<file path="src/rtl/core/rrwl_pkg.sv">
`default_nettype none
package rrwl_pkg;

	localparam int REQUESTERS_DEF = 16;
	localparam int MAX_DEPTH_DEF  = 255;

	localparam int ID_W    = 4;
	localparam int DEPTH_W = 8;
	localparam int TOTAL_W = 12;

	localparam logic [TOTAL_W-1:0] TOTAL_CAP = 12'd4095;

	typedef enum logic [2:0] {
		REQ_TRY_READ  = 3'd0,
		REQ_REL_READ  = 3'd1,
		REQ_TRY_WRITE = 3'd2,
		REQ_REL_WRITE = 3'd3,
		REQ_QUERY     = 3'd4
	} req_type_t;

	typedef enum logic [1:0] {
		ST_OK       = 2'd0,
		ST_BUSY     = 2'd1,
		ST_MISUSE   = 2'd2,
		ST_OVERFLOW = 2'd3
	} status_t;

endpackage
`default_nettype wire

</file>
<file path="src/rtl/core/rrwl_depth_mem.sv">
`default_nettype none
module rrwl_depth_mem #(
	parameter int DEPTH = rrwl_pkg::REQUESTERS_DEF,
	localparam int IDX_W = (DEPTH > 1) ? $clog2(DEPTH) : 1
) (
	input  wire logic                         clk,
	input  wire logic                         arst_n,
	input  wire logic                         rd_en,
	input  wire logic [IDX_W-1:0]             rd_addr,
	output logic      [rrwl_pkg::DEPTH_W-1:0] rd_data,
	input  wire logic                         wr_en,
	input  wire logic [IDX_W-1:0]             wr_addr,
	input  wire logic [rrwl_pkg::DEPTH_W-1:0] wr_data
);

	logic [rrwl_pkg::DEPTH_W-1:0] mem [DEPTH];
	logic [DEPTH-1:0]             vld_q;
	logic [rrwl_pkg::DEPTH_W-1:0] rd_data_q;
	logic                         rd_vld_q;

	// entries read as zero until first written
	always_ff @(posedge clk or negedge arst_n) begin
		if (!arst_n) begin
			vld_q    <= '0;
			rd_vld_q <= 1'b0;
		end else begin
			if (rd_en) begin
				rd_vld_q <= vld_q[rd_addr];
			end
			if (wr_en) begin
				vld_q[wr_addr] <= 1'b1;
			end
		end
	end

	always_ff @(posedge clk) begin
		if (rd_en) begin
			rd_data_q <= mem[rd_addr];
		end
		if (wr_en) begin
			mem[wr_addr] <= wr_data;
		end
	end

	assign rd_data = rd_vld_q ? rd_data_q : '0;

endmodule
`default_nettype wire

</file>
<file path="src/rtl/core/recursive_rw_lock_arbiter_unit.sv">
// a request transfer registers the request and starts the depth-memory read;
//   the exec state then decides and registers the result, waiting while an unaccepted
//   result still occupies the result register; a new request is taken only after
//   the current one has executed, since it reads and then writes back the depth memory
// a waiting result does not block the next request transfer
// reset: asynchronous, clears lock state, fsm, result valid and the memory valid bits;
//   no clearing pass, unwritten depth entries read as zero
`default_nettype none
module recursive_rw_lock_arbiter_unit #(
	parameter int REQUESTERS = rrwl_pkg::REQUESTERS_DEF,
	parameter int MAX_DEPTH  = rrwl_pkg::MAX_DEPTH_DEF
) (
	input  wire logic                         clk,
	input  wire logic                         arst_n,
	// request channel
	input  wire logic                         req_valid,
	output logic                              req_ready,
	input  wire logic [2:0]                   req_type,
	input  wire logic [rrwl_pkg::ID_W-1:0]    requester_id,
	// result channel
	output logic                              rsp_valid,
	input  wire logic                         rsp_ready,
	output logic                              granted,
	output logic      [1:0]                   status_code,
	output logic                              holds_read,
	output logic                              holds_write,
	output logic      [rrwl_pkg::DEPTH_W-1:0] own_read_depth,
	output logic                              others_reading
);

	localparam int IDX_W = (REQUESTERS > 1) ? $clog2(REQUESTERS) : 1;
	localparam int EXT_W = 9;
	localparam logic [rrwl_pkg::DEPTH_W-1:0] DEPTH_CAP =
		(MAX_DEPTH < 255) ? rrwl_pkg::DEPTH_W'(MAX_DEPTH) : 8'd255;

	// one-hot sequencer: idle takes a request and starts the table read,
	// exec sees the read data, decides and writes back
	typedef enum logic [1:0] {
		ST_IDLE = 2'b01,
		ST_EXEC = 2'b10
	} fsm_t;

	fsm_t state_q;

	// request held for the execute cycle
	logic [2:0]                type_q;
	logic [rrwl_pkg::ID_W-1:0] id_q;
	logic                      id_ok_q;

	// lock state outside the table
	logic [rrwl_pkg::TOTAL_W-1:0] total_q;
	logic                         wr_active_q;
	logic [rrwl_pkg::ID_W-1:0]    wr_owner_q;
	logic [rrwl_pkg::DEPTH_W-1:0] wr_depth_q;

	// result register
	logic                         rsp_valid_q;
	logic                         granted_q;
	logic [1:0]                   status_q;
	logic                         holds_read_q;
	logic                         holds_write_q;
	logic [rrwl_pkg::DEPTH_W-1:0] own_q;
	logic                         others_q;

	logic                         accept;
	logic                         fire;
	logic [EXT_W-1:0]             id_ext;
	logic                         id_ok;
	logic [IDX_W-1:0]             rd_idx;
	logic [IDX_W-1:0]             wr_idx;
	logic [EXT_W-1:0]             id_q_ext;
	logic [rrwl_pkg::DEPTH_W-1:0] tbl_rd;

	// decision outputs
	logic [rrwl_pkg::DEPTH_W-1:0] own;
	logic                         is_writer;
	logic                         n_granted;
	rrwl_pkg::status_t            n_status;
	logic                         tbl_we;
	logic [rrwl_pkg::DEPTH_W-1:0] n_own;
	logic [rrwl_pkg::TOTAL_W-1:0] n_total;
	logic                         n_wr_active;
	logic [rrwl_pkg::ID_W-1:0]    n_wr_owner;
	logic [rrwl_pkg::DEPTH_W-1:0] n_wr_depth;

	assign req_ready = (state_q == ST_IDLE);
	assign accept    = req_valid && req_ready;
	// execute only when the result register is free or being emptied
	assign fire      = (state_q == ST_EXEC) && (!rsp_valid_q || rsp_ready);

	assign id_ext   = {{(EXT_W-rrwl_pkg::ID_W){1'b0}}, requester_id};
	assign id_ok    = id_ext < EXT_W'(REQUESTERS);
	assign rd_idx   = id_ext[IDX_W-1:0];
	assign id_q_ext = {{(EXT_W-rrwl_pkg::ID_W){1'b0}}, id_q};
	assign wr_idx   = id_q_ext[IDX_W-1:0];

	rrwl_depth_mem #(
		.DEPTH(REQUESTERS)
	) u_depth_mem (
		.clk    (clk),
		.arst_n (arst_n),
		.rd_en  (accept),
		.rd_addr(rd_idx),
		.rd_data(tbl_rd),
		.wr_en  (fire && tbl_we),
		.wr_addr(wr_idx),
		.wr_data(n_own)
	);

	// read and write-back never fall in the same cycle, so no forwarding is needed

	always_comb begin
		own         = id_ok_q ? tbl_rd : '0;
		is_writer   = id_ok_q && wr_active_q && (wr_owner_q == id_q);
		n_granted   = 1'b0;
		n_status    = rrwl_pkg::ST_OK;
		tbl_we      = 1'b0;
		n_own       = own;
		n_total     = total_q;
		n_wr_active = wr_active_q;
		n_wr_owner  = wr_owner_q;
		n_wr_depth  = wr_depth_q;
		if (!id_ok_q) begin
			n_status = rrwl_pkg::ST_MISUSE;
		end else begin
			case (type_q)
				rrwl_pkg::REQ_TRY_READ: begin
					if (wr_active_q && !is_writer) begin
						n_status = rrwl_pkg::ST_BUSY;
					end else if (own >= DEPTH_CAP || total_q >= rrwl_pkg::TOTAL_CAP) begin
						n_status = rrwl_pkg::ST_OVERFLOW;
					end else begin
						n_own     = own + 8'd1;
						n_total   = total_q + 12'd1;
						tbl_we    = 1'b1;
						n_granted = 1'b1;
					end
				end
				rrwl_pkg::REQ_REL_READ: begin
					if (own == '0) begin
						n_status = rrwl_pkg::ST_MISUSE;
					end else begin
						n_own     = own - 8'd1;
						n_total   = total_q - 12'd1;
						tbl_we    = 1'b1;
						n_granted = 1'b1;
					end
				end
				rrwl_pkg::REQ_TRY_WRITE: begin
					// upgrade from a held read is misuse
					if (own != '0) begin
						n_status = rrwl_pkg::ST_MISUSE;
					end else if (is_writer) begin
						if (wr_depth_q >= DEPTH_CAP) begin
							n_status = rrwl_pkg::ST_OVERFLOW;
						end else begin
							n_wr_depth = wr_depth_q + 8'd1;
							n_granted  = 1'b1;
						end
					end else if (!wr_active_q && total_q == '0) begin
						n_wr_active = 1'b1;
						n_wr_owner  = id_q;
						n_wr_depth  = 8'd1;
						n_granted   = 1'b1;
					end else begin
						n_status = rrwl_pkg::ST_BUSY;
					end
				end
				rrwl_pkg::REQ_REL_WRITE: begin
					if (!is_writer) begin
						n_status = rrwl_pkg::ST_MISUSE;
					end else begin
						if (wr_depth_q <= 8'd1) begin
							n_wr_active = 1'b0;
							n_wr_owner  = '0;
							n_wr_depth  = '0;
						end else begin
							n_wr_depth = wr_depth_q - 8'd1;
						end
						n_granted = 1'b1;
					end
				end
				rrwl_pkg::REQ_QUERY: begin
					n_status = rrwl_pkg::ST_OK;
				end
				default: begin
					n_status = rrwl_pkg::ST_MISUSE;
				end
			endcase
		end
	end

	// sequencer, lock registers and result valid
	always_ff @(posedge clk or negedge arst_n) begin
		if (!arst_n) begin
			state_q     <= ST_IDLE;
			total_q     <= '0;
			wr_active_q <= 1'b0;
			wr_owner_q  <= '0;
			wr_depth_q  <= '0;
			rsp_valid_q <= 1'b0;
		end else begin
			case (state_q)
				ST_IDLE: begin
					if (accept) begin
						state_q <= ST_EXEC;
					end
				end
				ST_EXEC: begin
					if (fire) begin
						state_q <= ST_IDLE;
					end
				end
				default: begin
					state_q <= ST_IDLE;
				end
			endcase
			if (fire) begin
				total_q     <= n_total;
				wr_active_q <= n_wr_active;
				wr_owner_q  <= n_wr_owner;
				wr_depth_q  <= n_wr_depth;
				rsp_valid_q <= 1'b1;
			end else if (rsp_ready) begin
				rsp_valid_q <= 1'b0;
			end
		end
	end

	// request capture and result payload, no reset needed
	always_ff @(posedge clk) begin
		if (accept) begin
			type_q  <= req_type;
			id_q    <= requester_id;
			id_ok_q <= id_ok;
		end
		if (fire) begin
			granted_q     <= n_granted;
			status_q      <= n_status;
			holds_read_q  <= (n_own != '0);
			holds_write_q <= id_ok_q && n_wr_active && (n_wr_owner == id_q);
			own_q         <= n_own;
			others_q      <= (n_total != {{(rrwl_pkg::TOTAL_W-rrwl_pkg::DEPTH_W){1'b0}}, n_own});
		end
	end

	assign rsp_valid      = rsp_valid_q;
	assign granted        = granted_q;
	assign status_code    = status_q;
	assign holds_read     = holds_read_q;
	assign holds_write    = holds_write_q;
	assign own_read_depth = own_q;
	assign others_reading = others_q;

	// an active writer always has a nonzero depth
	a_writer_depth: assert property (@(posedge clk) disable iff (!arst_n)
		wr_active_q |-> (wr_depth_q != '0))
		else $error("writer active with zero depth");

	// no writer leaves owner and depth cleared
	a_writer_idle: assert property (@(posedge clk) disable iff (!arst_n)
		!wr_active_q |-> (wr_depth_q == '0 && wr_owner_q == '0))
		else $error("writer fields not cleared");

	// a granted result always carries ok status
	a_grant_ok: assert property (@(posedge clk) disable iff (!arst_n)
		rsp_valid_q && granted_q |-> (status_q == rrwl_pkg::ST_OK))
		else $error("grant with error status");

	// exec is entered only from a request transfer
	a_exec_entry: assert property (@(posedge clk) disable iff (!arst_n)
		$rose(state_q == ST_EXEC) |-> $past(accept))
		else $error("exec without request transfer");

endmodule
`default_nettype wire

</file>
<file path="config.mk">
export PLATFORM = sky130hd
export DESIGN_NAME = recursive_rw_lock_arbiter_unit
export DESIGN_NICKNAME = d
export VERILOG_FILES = /design/src/rtl/core/rrwl_pkg.sv /design/src/rtl/core/rrwl_depth_mem.sv /design/src/rtl/core/recursive_rw_lock_arbiter_unit.sv
export SDC_FILE = /design/constraint.sdc
export NUM_CORES = 1
export LEC_CHECK = 0
export BUFFER_PORTS_ARGS = -buffer_cell sky130_fd_sc_hd__buf_2
export CAP_MARGIN = 20
export CORE_ASPECT_RATIO = 0.8
export CORE_MARGIN = 2
export CORE_UTILIZATION = 48
export CTS_BUF_LIST = sky130_fd_sc_hd__clkbuf_16
export DETAILED_ROUTE_END_ITERATION = 8
export PLACE_DENSITY = 0.63
export SLEW_MARGIN = 15
export SYNTH_ARGS = -nofsm -noshare
export SYNTH_HDL_FRONTEND = slang
export SYNTH_HIERARCHICAL = 1
export SYNTH_SLANG_ARGS = --single-unit
</file>
<file path="constraint.sdc">
create_clock -name clk -period 3.4 [get_ports clk]
set_clock_uncertainty 0.15 [all_clocks]
set_input_delay 0.68 -clock clk [delete_from_list [all_inputs] [get_ports clk]]
set_output_delay 0.68 -clock clk [all_outputs]
set_load 0.01 [all_outputs]
</file>
==> key figures <==
Floorplanning
  • Core ar.: 19100 um^2
  • Total Die Area: 20700 um^2
  • I/O pin count: 27
  • Die W: 160 um
  • Starting Density: 49.2%
  • FP Rows: 45
  • Die span in y: 129 um

Power
  • Clk pwr share: 37.9%
  • Comb power frac: 11.6%
  • Power Internal: 4.20 mW
  • P per Cell Area: 506 nW/um^2
  • Switch Pwr: 1.34 mW
  • Reg power frac: 50.5%
  • Peak supply drop: 0.456 mV
  • Sw frac: 24.1%
  • Static Leak: 4.30 nW

Clocking
  • Worst-path clk slew: 0.05 ns
  • Root buffer cell: clkbuf_16
  • Max Root-Sink Buffers: 3
  • Num CTS Buffers: 22
  • Clock latency on the worst-skew pair: 0.52 ns
  • Clock Sinks: 202
  • Clock tree from TritonCTS: built
  • Htree depth: 1

Layout
  • Reg area: 5840 um^2
  • Nets: 746
  • Layout cells sized above 1: 26.5%
  • Design Area, Final: 11000 um^2
  • Multi-input logic area: 3370 um^2
  • Area Overhead vs Synth: 16.7%
  • Commonest non-fill, non-tap cell in the layout: edfxtp_1
  • Fillcell total: 1517
  • Final antenna diode count: 0
  • Most frequent cells in the layout: edfxtp_1 (157), buf_4 (67), dfrtp_1 (42)

Timing
  • Slew headroom: 45.7%
  • Final Hold Fails: 0
  • Setup violations, final: 0
  • RSZ-0062 raised after global routing: true
  • Fin crit share: 97.3%
  • Max Slew Vio Count: 0
  • Post-layout minimum cycle time: 3.31 ns
  • Slew @ Worst Pin: 0.814 ns
  • Worst Setup Slack, final: 0.0904 ns
  • Fmax: 302 MHz

Route
  • Vias: 5932
  • TritonRoute pass-1 iters: 5
  • Routed WL per cell: 21.1 um
  • ANT nets after route: 0
  • Drc violations: 0
  • Routed wire length: 21200 um
  • Detailed router's first-iteration violation count: 472
  • Vias/cell: 5.93

Global route
  • Largest net degree at the start of global routing: 38
  • Initial antenna violation count: 0
  • Remaining global-route overflow: 0
  • Total GRT Usage: 20.8%
  • Vias in the first global route: 5834
  • First-pass GRT wire length: 33300 um

Worst setup path
  • Crit path buffers/inverters: 1
  • Critical-path cell list: inv_1, ha_1, or4b_1, or4_1, or2_4, mux2_2, or3_1, a21o_2, o21ai_2, o31ai_2
  • Worst Reg-to-Reg Cells: 10
  • Crit. path cell count: 10
  • Crit-path max FO: 8
  • Setup Crit Path Kind: register to register
  • Slowest CP cell: or4_1
  • WP data required: 3.63 ns
  • Crit start category: register
  • Slowest cell delay on critical path: 0.47 ns
  • Delay-heaviest family, CP: simple AND/OR/NAND/NOR gates
  • Crit end category: register
  • WP data arrival: 3.54 ns

Logic synthesis
  • Yosys reg bits: 202
  • Number of synthesized flops with an enable pin: 157
  • Ys async rst share: 22.3%
  • Netlist cell types: 70
  • Syn avg cell area: 14.8 um^2
  • Syn Inst Count: 635
  • Most used DFF post-synth: edfxtp_1
  • Synthesized cell area: 9390 um^2
  • Sequential share of the synthesized area: 62.2%
  • Syn Nets: 654
  • Synth warn: 6

Place
  • Placed cell areas: 10200 um^2
  • Setup WS pre-CTS: -0.206 ns
  • Port buffer count: 26
  • GPL Wtd Cong: 0.861
  • Final HPWL DP: 14200 um

Min path
  • HP Class: input pin to register
  • Worst Hold Depth: 1

Flow run
  • Max_cap viols: 0

Run status
  • Outcome: complete, no violations
==> cell usage after synthesis, types with 3 or more instances <==
| library cell | number | area (um^2) |
|---|---|---|
| edfxtp_1 | 157 | 4710 |
| dfrtp_1 | 44 | 1100 |
| nand2_1 | 37 | 139 |
| nor2_1 | 35 | 131 |
| mux4_2 | 23 | 518 |
| mux4_1 | 21 | 552 |
| inv_1 | 19 | 71.3 |
| or2_2 | 18 | 113 |
| nor3_1 | 17 | 85.1 |
| o21ai_0 | 16 | 80.1 |
| xnor2_1 | 15 | 131 |
| clkbuf_1 | 14 | 52.6 |
| xor2_1 | 14 | 123 |
| and2_1 | 13 | 81.3 |
| nand3_1 | 13 | 65.1 |
| a21oi_1 | 11 | 55.1 |
| and3_1 | 11 | 68.8 |
| o22ai_1 | 10 | 62.6 |
| or3_1 | 10 | 62.6 |
| ha_1 | 8 | 100 |
| nand4_1 | 8 | 50.1 |
| a22oi_1 | 7 | 52.6 |
| a21boi_0 | 6 | 45.0 |
| a22o_1 | 6 | 52.6 |
| buf_6 | 6 | 67.6 |
| nor4_1 | 6 | 37.5 |
| o31ai_2 | 6 | 75.1 |
| nand2b_1 | 5 | 31.3 |
| nor2b_1 | 5 | 31.3 |
| o21ai_1 | 5 | 25.0 |
| or4_1 | 5 | 37.5 |
| buf_2 | 4 | 20.0 |
| mux2i_1 | 4 | 40.0 |
| o211ai_1 | 4 | 30.0 |
| a221oi_1 | 3 | 26.3 |
| a32oi_1 | 3 | 26.3 |
| mux2_2 | 3 | 33.8 |
| nor3b_1 | 3 | 22.5 |
==> flip-flops by register name, summed over array words and instances, names as in the netlist, 2 cells and up <==
register               flops
id_q                       4
own_read_depth             8
wr_owner_q                 4
wr_depth_q                 8
u_depth_mem/rd_data_q      8
state_q                    2
u_depth_mem/vld_q         16
type_q                     3
u_depth_mem/mem          128
total_q                   12
status_code                2
==> final cells by class <==
| class | count | share of cell area [%] |
|---|---|---|
| repair buffers | 97 | 6.42 |
| well taps | 258 | 2.95 |
| multi-input cells | 385 | 30.7 |
| clock buffers | 22 | 5.03 |
| inverters | 19 | 0.651 |
| clock inverters | 18 | 0.879 |
| flip-flops and latches | 202 | 53.4 |
==> power groups by stage <==
| stage | Combinational (mW) | Sequential (mW) | Clock (mW) |
|---|---|---|---|
| floorplan | 0.399 | 2.84 | 0 |
| global placement | 0.599 | 2.84 | 0 |
| detailed placement | 0.618 | 2.84 | 0 |
| CTS | 0.622 | 2.79 | 2.16 |
| global route | 0.706 | 2.80 | 2.26 |
| finish | 0.643 | 2.80 | 2.10 |
==> kinds of logic after synthesis <==
group / Yosys count / synth area share [%]
muxes: 51 / 12.2
DFF: 202 / 62.2
AOI/OAI and AO/OA: 101 / 7.84
xor gates and xnor gates: 29 / 2.71
buffers and inverters: 49 / 2.99
adders and majority gates: 8 / 1.07
and+or+nand+nor: 195 / 11.0
==> per-stage QoR <==
stage                     TNS (ns)  std cells  hold slack, ns  util, %  power, mW
after floorplan              -3.71        635           0.234        -       3.24
after global placement     -0.0997        956           0.294     53.4       3.44
after detailed placement    -0.675        957           0.301     53.5       3.46
final                            0       1001           0.212     57.4       5.54
after CTS                        0        998           0.196     57.0       5.57
after global routing       -0.0383       1001           0.202     57.4       5.77
==> layer usage <==
| metal | up-vias | GRT usage (%) | share of wire (%) |
|---|---|---|---|
| li1 | 2687 | - | - |
| met1 | 3020 | 29.7 | 46 |
| met2 | 186 | 34.0 | 46 |
| met3 | 39 | 3.27 | 5.8 |
| met4 | 0 | 5.67 | 2.7 |
| met5 | - | 0 | 0 |
==> repair_timing <==
action                     4_1_cts  5_1_grt
pin swaps                        0        2
resized for setup                3       15
setup endpoints to repair        9       50
hold buffers                     1        0
hold endpoints to repair        11        0
cloned                           0        1
buffers inserted                 0        2
==> worst paths after layout <==
path	startpoint	to	slack [ns]
worst max-delay path	total_q[1]	wr_depth_q[7]	0.09
worst min-delay path	req_type[1]	type_q[1]	0.21
worst max register to register	total_q[1]	wr_depth_q[7]	0.09
worst min register to register	u_depth_mem/vld_q[0]	u_depth_mem/vld_q[0]	0.32
max in group asynchronous	arst_n	state_q[0]	1.94
min in group asynchronous	arst_n	u_depth_mem/vld_q[8]	0.53
(Power assumes the default switching activity.)
